File: src/sv/kds_pkg.sv
package kds_pkg;

   localparam int DIGIT_COUNT = 12;
   localparam int KEY_POS     = 6;
   localparam int SWAP_PAIRS  = 6;
   localparam int KEY_COUNT   = 10;
   localparam int KEY_MOD     = 9;

   localparam logic ACTION_ENCODE = 1'b0;
   localparam logic ACTION_DECODE = 1'b1;

   typedef logic [3:0] digit_type;
   typedef digit_type [DIGIT_COUNT-1:0] digit_vec_type;
   typedef digit_vec_type [KEY_COUNT-1:0] shift_table_type;
   typedef logic [SWAP_PAIRS-1:0] [1:0] [3:0] swap_set_type;

   // Contents of one shifted item; an encode item is not yet permuted.
   typedef struct packed {
      logic          action;
      logic          bad;
      digit_vec_type digits;
   } stage_type;

   localparam digit_type [KEY_COUNT-1:0] SHIFT_TAB = {
      4'd4, 4'd1, 4'd6, 4'd5, 4'd9, 4'd7, 4'd2, 4'd8, 4'd3, 4'd0
   };

   // Pairs are listed from the last to the first, so entry 0 is the first pair.
   localparam swap_set_type SWAP_ONE = {
      {4'd8, 4'd10}, {4'd5, 4'd6}, {4'd4, 4'd11},
      {4'd2, 4'd7},  {4'd1, 4'd3}, {4'd0, 4'd9}
   };

   localparam swap_set_type SWAP_TWO = {
      {4'd9, 4'd11}, {4'd7, 4'd8}, {4'd6, 4'd10},
      {4'd2, 4'd3},  {4'd1, 4'd4}, {4'd0, 4'd5}
   };

   // Walk the key index for every key value once, at elaboration.
   function automatic shift_table_type build_shift_table();
      shift_table_type t;
      int idx;
      for (int k = 0; k < KEY_COUNT; k++) begin
         idx = k;
         for (int i = 0; i < DIGIT_COUNT; i++) begin
            if (i == KEY_POS) begin
               t[k][i] = 4'd0;
            end else begin
               idx = (idx % KEY_MOD) + 1;
               t[k][i] = SHIFT_TAB[idx];
               idx = idx + i + 1;
            end
         end
      end
      return t;
   endfunction

   localparam shift_table_type SHIFT_TABLE = build_shift_table();

   // Shift amounts of every position for one key digit; keys above nine only
   // occur with a bad digit, whose result is discarded.
   function automatic digit_vec_type shift_row(input digit_type key);
      digit_vec_type row;
      row = '0;
      for (int k = 0; k < KEY_COUNT; k++) begin
         if (key == digit_type'(k)) begin
            row = SHIFT_TABLE[k];
         end
      end
      return row;
   endfunction

   // Apply the pairs of a swap set in order; this is wiring only.
   function automatic digit_vec_type apply_swaps(input digit_vec_type d,
                                                 input swap_set_type set);
      digit_vec_type r;
      digit_type     t;
      r = d;
      for (int p = 0; p < SWAP_PAIRS; p++) begin
         t              = r[set[p][1]];
         r[set[p][1]]   = r[set[p][0]];
         r[set[p][0]]   = t;
      end
      return r;
   endfunction

endpackage

File: src/sv/kds_lane.sv
module kds_lane
   import kds_pkg::*;
(
   input  logic      decode,
   input  digit_type digit,
   input  digit_type shift,
   output digit_type result
);

   logic [4:0] offset;
   logic [4:0] sum;

   // Decode adds the complement of the shift, so both directions share one adder.
   assign offset = decode ? (5'd10 - {1'b0, shift}) : {1'b0, shift};
   assign sum    = {1'b0, digit} + offset;

   // The sum stays below twenty, so one subtraction brings it back into range.
   assign result = (sum >= 5'd10) ? digit_type'(sum - 5'd10) : sum[3:0];

endmodule

File: src/sv/kds_merge.sv
module kds_merge
   import kds_pkg::*;
(
   input  stage_type     stage,
   output digit_vec_type digits_out
);

   digit_vec_type swapped;

   // Encode permutes after the shift; decode has already undone the swaps.
   always_comb begin
      swapped = apply_swaps(apply_swaps(stage.digits, SWAP_ONE), SWAP_TWO);
      if (stage.bad) begin
         digits_out = '0;
      end else if (stage.action == ACTION_ENCODE) begin
         digits_out = swapped;
      end else begin
         digits_out = stage.digits;
      end
   end

endmodule

File: src/sv/keyed_digit_scrambler_12.sv
// An input transfer is registered in the first stage, then in the output register.
// Throughput: one item per cycle while the output is not stalled; twelve digit
// lanes work side by side and a merge stage applies the encode permutation, so nothing iterates.
// A stalled output still lets one further item enter the first stage.
// Reset (synchronous, active high) empties both stages; data are not cleared.
module keyed_digit_scrambler_12
   import kds_pkg::*;
(
   input  logic        clock,
   input  logic        reset,
   input  logic        req_valid,
   output logic        req_stall,
   input  logic        req_action,
   input  logic [47:0] req_digits_in,
   output logic        rsp_valid,
   input  logic        rsp_stall,
   output logic [47:0] rsp_digits_out,
   output logic        rsp_bad_digit
);

   digit_vec_type in_digits;
   digit_vec_type unswapped;
   digit_vec_type pre_shift;
   digit_vec_type shifts;
   digit_vec_type lane_out;
   digit_vec_type merged;
   logic          in_bad;
   logic          accept;
   logic          s1_advance;

   logic          s1_valid_ff, s1_valid_in;
   stage_type     s1_ff, s1_in;
   logic          rsp_valid_ff, rsp_valid_in;
   digit_vec_type rsp_digits_ff;
   logic          rsp_bad_ff;

   // Split the input word into digits and flag any nibble above nine.
   always_comb begin
      in_digits = req_digits_in;
      in_bad    = 1'b0;
      for (int i = 0; i < DIGIT_COUNT; i++) begin
         if (in_digits[i] > 4'd9) begin
            in_bad = 1'b1;
         end
      end
   end

   // Decode undoes the swaps first, so its key is taken after that.
   assign unswapped = apply_swaps(apply_swaps(in_digits, SWAP_TWO), SWAP_ONE);
   assign pre_shift = (req_action == ACTION_DECODE) ? unswapped : in_digits;
   assign shifts    = shift_row(pre_shift[KEY_POS]);

   // One lane per digit; the key digit passes straight through.
   for (genvar g = 0; g < DIGIT_COUNT; g++) begin : gen_lane
      if (g == KEY_POS) begin : gen_key
         assign lane_out[g] = pre_shift[g];
      end else begin : gen_shift
         kds_lane u_lane (
            .decode (req_action == ACTION_DECODE),
            .digit  (pre_shift[g]),
            .shift  (shifts[g]),
            .result (lane_out[g])
         );
      end
   end

   kds_merge u_merge (
      .stage      (s1_ff),
      .digits_out (merged)
   );

   // Pipeline handshake: the first stage moves on whenever the output is free.
   assign s1_advance   = s1_valid_ff & ~(rsp_valid_ff & rsp_stall);
   assign req_stall    = s1_valid_ff & ~s1_advance;
   assign accept       = req_valid & ~req_stall;
   assign s1_valid_in  = accept | (s1_valid_ff & ~s1_advance);
   assign rsp_valid_in = s1_advance | (rsp_valid_ff & rsp_stall);
   assign s1_in        = '{action: req_action, bad: in_bad, digits: lane_out};

   // Control state.
   always_ff @(posedge clock) begin
      if (reset) begin
         s1_valid_ff  <= 1'b0;
         rsp_valid_ff <= 1'b0;
      end else begin
         s1_valid_ff  <= s1_valid_in;
         rsp_valid_ff <= rsp_valid_in;
      end
   end

   // Payload registers load on each transfer into their stage.
   always_ff @(posedge clock) begin
      if (accept) begin
         s1_ff <= s1_in;
      end
      if (s1_advance) begin
         rsp_digits_ff <= merged;
         rsp_bad_ff    <= s1_ff.bad;
      end
   end

   assign rsp_valid      = rsp_valid_ff;
   assign rsp_digits_out = rsp_digits_ff;
   assign rsp_bad_digit  = rsp_bad_ff;

endmodule

File: config.mk
export PLATFORM = sky130hd
export DESIGN_NAME = keyed_digit_scrambler_12
export DESIGN_NICKNAME = d
export VERILOG_FILES = /design/src/sv/kds_pkg.sv /design/src/sv/kds_lane.sv /design/src/sv/kds_merge.sv /design/src/sv/keyed_digit_scrambler_12.sv
export SDC_FILE = /design/constraint.sdc
export NUM_CORES = 1
export LEC_CHECK = 0
export BUFFER_PORTS_ARGS = -buffer_cell sky130_fd_sc_hd__buf_2
export CAP_MARGIN = 25
export CORE_MARGIN = 4
export CORE_UTILIZATION = 60
export CTS_BUF_LIST = sky130_fd_sc_hd__clkbuf_8 sky130_fd_sc_hd__clkbuf_16
export DETAILED_ROUTE_END_ITERATION = 10
export PLACE_DENSITY_LB_ADDON = 0.08
export SLEW_MARGIN = 20
export SYNTH_ARGS = -nofsm -noshare
export SYNTH_HDL_FRONTEND = slang
export SYNTH_SLANG_ARGS = --single-unit
File: constraint.sdc
create_clock -name clock -period 10 [get_ports clock]
set_input_delay 1.5 -clock clock [delete_from_list [all_inputs] [get_ports clock]]
set_output_delay 1.5 -clock clock [all_outputs]
set_load 0.005 [all_outputs]
==> results.toml <==
[status]
status = "complete, no violations"

[place]
io_buffers = 103
finalWeightedCongestion = 1.02
dp_hpwl_mm = 16.4
dp.cells = 1009

[drt]
post-route-drc-count = 0
ant_nets = 0
wl_per_cell_microns = 20.9
drt_iter0_markers = 602
vias_per_cell = 6.18
num_vias = 6343
dr.pass1.iters = 5
drt_wl_total_mm = 21.4

[clocking]
clock_latency_ps = 340
clock-sinks = 101
cts_hold_buf = 0
clk_pin_slew_worst_paths_ps = 70
cts_buffers = 9
cts_tree = "yes"
cts.repair.resized = 0
cts-root-buf = "clkbuf_16"
clockBufferDepth = 2
htreeDepth = 3
cts_setup_buffers = 0

[synth]
synth_nets = 886
syn_avg_cell_area_sq_um = 10.2
yosys_warnings = 0
ys_ff_latch = 101
synthFlopType = "edfxtp_1"
synth_edf_count = 99
yosys.area.top_type = "edfxtp_1"
syn_inst = 764
synth_cell_types = 73
seq_area_frac_synth_pct = 38.5
synth_top_area_share_pct = 38.0
synthesis.area_sq_um = 7830
synthTopCellsByArea = "edfxtp_1 (38%), ha_1 (9.3%), mux2i_1 (8.1%)"
synthArstFlopShare_pct = 0

[sta]
hold_viol_final = 0
finalSetupViolations = 0
period_minus_slack_ps = 6720
skew_ps = 7.26
slew_viol_final = 0
finalCritPeriodShare_pct = 67.2
rsz0062_at_grt = "no"
hold_slack_ps = 497
relSlewSlack_pct = 32.8
tns_ps = 0
worstMarginPinSlew_ps = 1010
max_freq_ghz = 0.149

[global_routing]
overflow = 0
grtUsageTotal_pct = 28.8
grt_pass1_vias = 6182
grt_antenna_before_repair = 0
grt_pass1_wl_mm = 32.8
grt_max_degree = 51

[final_layout]
drive_gt1_share_pct = 22.0
most-common-layout-cells = "buf_2 (105), edfxtp_1 (99), nor2_1 (82), mux2i_1 (63), ha_1 (58)"
final_common_cell = "buf_2"
fin_nets = 971
antennaDiodeCount = 0
fin_cells = 1026
nFillCells = 1014
syn_to_final_growth_pct = 12.4

[critical_path]
worst_path_max_delay_cell = "mux2i_2"
cpMostUsedCell = "nor2_1"
timing.rr.start = "s1_ff[49]"
worstSetupPathType = "primary input to flip-flop"
cp_max_fo = 48
r2r_slack_ps = 8320
endpoint_kind = "flip-flop"
cp_data_required_time_ps = 10160
start_kind = "primary input"
rr_worst_depth = 3
cp.buffers_inverters = 3
critical-path-top-delay-family = "compound AO/OA/AOI/OAI gates"
critical-path-max-stage-delay_ps = 870
critical_path.cell_chain = "buf_2 -> mux2i_2 -> inv_2 -> nor2_1 -> nor2_1 -> a21oi_1 -> nor2_1 -> a21oi_1 -> inv_1 -> fa_1 -> xnor2_1 -> a21boi_1 -> nor2_1 -> ha_1 -> nor3b_1 -> o31a_1 -> a311oi_1"
arrival_ps = 6870
r2r-end = "rsp_digits_out[47]"

[die]
start_util_pct = 61.5
die_h_microns = 122
num_rows = 41
pin_count = 104
die_w_microns = 122
die_area_sq_um = 14900
coreArea_sq_um = 12700

[worst_hold_path]
worstHoldEndpoint = "rsp_valid"
min_path_type = "flip-flop to flip-flop"
hold_start = "s1_valid_ff"
worstHoldPathCells = 2

[pwr]
power_leakage_nw = 3.78
vdd_ir_drop_max_uv = 87.2
powerDensity_nw_per_um2 = 181

[flow_run]
drv_cap = 0
area by class of cell:
cell class	count	area (sq um)	share of cell area (%)
Clock inverter	7	97.6	1.11
Tap cell	172	215	2.44
Inverter	33	124	1.41
Timing Repair Buffer	111	571	6.48
Clock buffer	9	225	2.56
Multi-Input combinational cell	593	4560	51.8
Sequential cell	101	3010	34.2
power breakdown:
part / internal (mW) / leakage [nW] / switching (mW)
logic: 0.262 / 2.65 / 0.350
clock network: 0.221 / 0.159 / 0.153
registers: 0.565 / 0.972 / 0.0447
metrics by stage:
stage / power [mW] / setup WS (ps) / util, % / cell area (sq um)
after floorplan: 1.04 / 4400 / - / 7830
after global placement: 1.17 / 3210 / 66.6 / 8470
after detailed placement: 1.21 / 3090 / 66.6 / 8470
after CTS: 1.59 / 3440 / 69.1 / 8800
after global routing: 1.68 / 2850 / 69.2 / 8800
final: 1.59 / 3280 / 69.2 / 8800
kinds of logic (layout without fill, tap and decap cells):
logic type / count (synthesis) / in the layout / synth area share, %
adders and majority gates: 69 / 69 / 12.1
AOI/OAI and AO/OA: 170 / 170 / 13.9
buffers and inverters: 70 / 160 / 3.55
xor gates and xnor gates: 40 / 40 / 4.48
and+or+nand+nor: 203 / 203 / 12.3
muxes: 111 / 111 / 15.3
DFF: 101 / 101 / 38.5
worst reg2reg max path: stages, from the launching register on:
cell,delay (ps)
edfxtp_1,340
buf_4,610
mux2i_1,410
nor2_1,60
worst max path at each step:
stage               start            end  slack [ps]  depth (start not counted)
6_report       req_action       s1_ff[2]        3280                         17
5_1_grt        req_action       s1_ff[2]        2850                         17
4_1_cts        req_action       s1_ff[2]        3440                         17
3_5_place_dp   req_action       s1_ff[2]        3090                         17
3_3_place_gp   req_action       s1_ff[2]        3210                         17
2_1_floorplan   rsp_stall  rsp_bad_digit        4400                          1
routing by layer:
metal / vias to the layer above / routed length (microns) / track usage, % / share of wire (%)
met2: 295 / 10400 / 48.7 / 48
met5: - / 0 / 0 / 0
li1: 2980 / - / - / -
met1: 3023 / 8730 / 37.5 / 41
met4: 0 / 809 / 12.4 / 3.8
met3: 45 / 1530 / 3.32 / 7.1
synth_stat cells (all sizes together) (8+ instances only):
master  instances
nand2b          8
nand3b         10
a21o           23
mux2           46
edfxtp         99
nor2           83
nor3           15
nor2b          11
xor2            9
ha             58
mux2i          65
o21ai          46
buf            13
a21oi          44
xnor2          31
fa             11
clkbuf         24
nand2          46
inv            33
sequential cells by signal (all words and copies together) (netlist names):
signal,cells
rsp_bad_digit,1
rsp_digits_out,48
rsp_valid,1
s1_valid_ff,1
s1_ff,50
No activity file was read; power rests on OpenSTA's default activity.
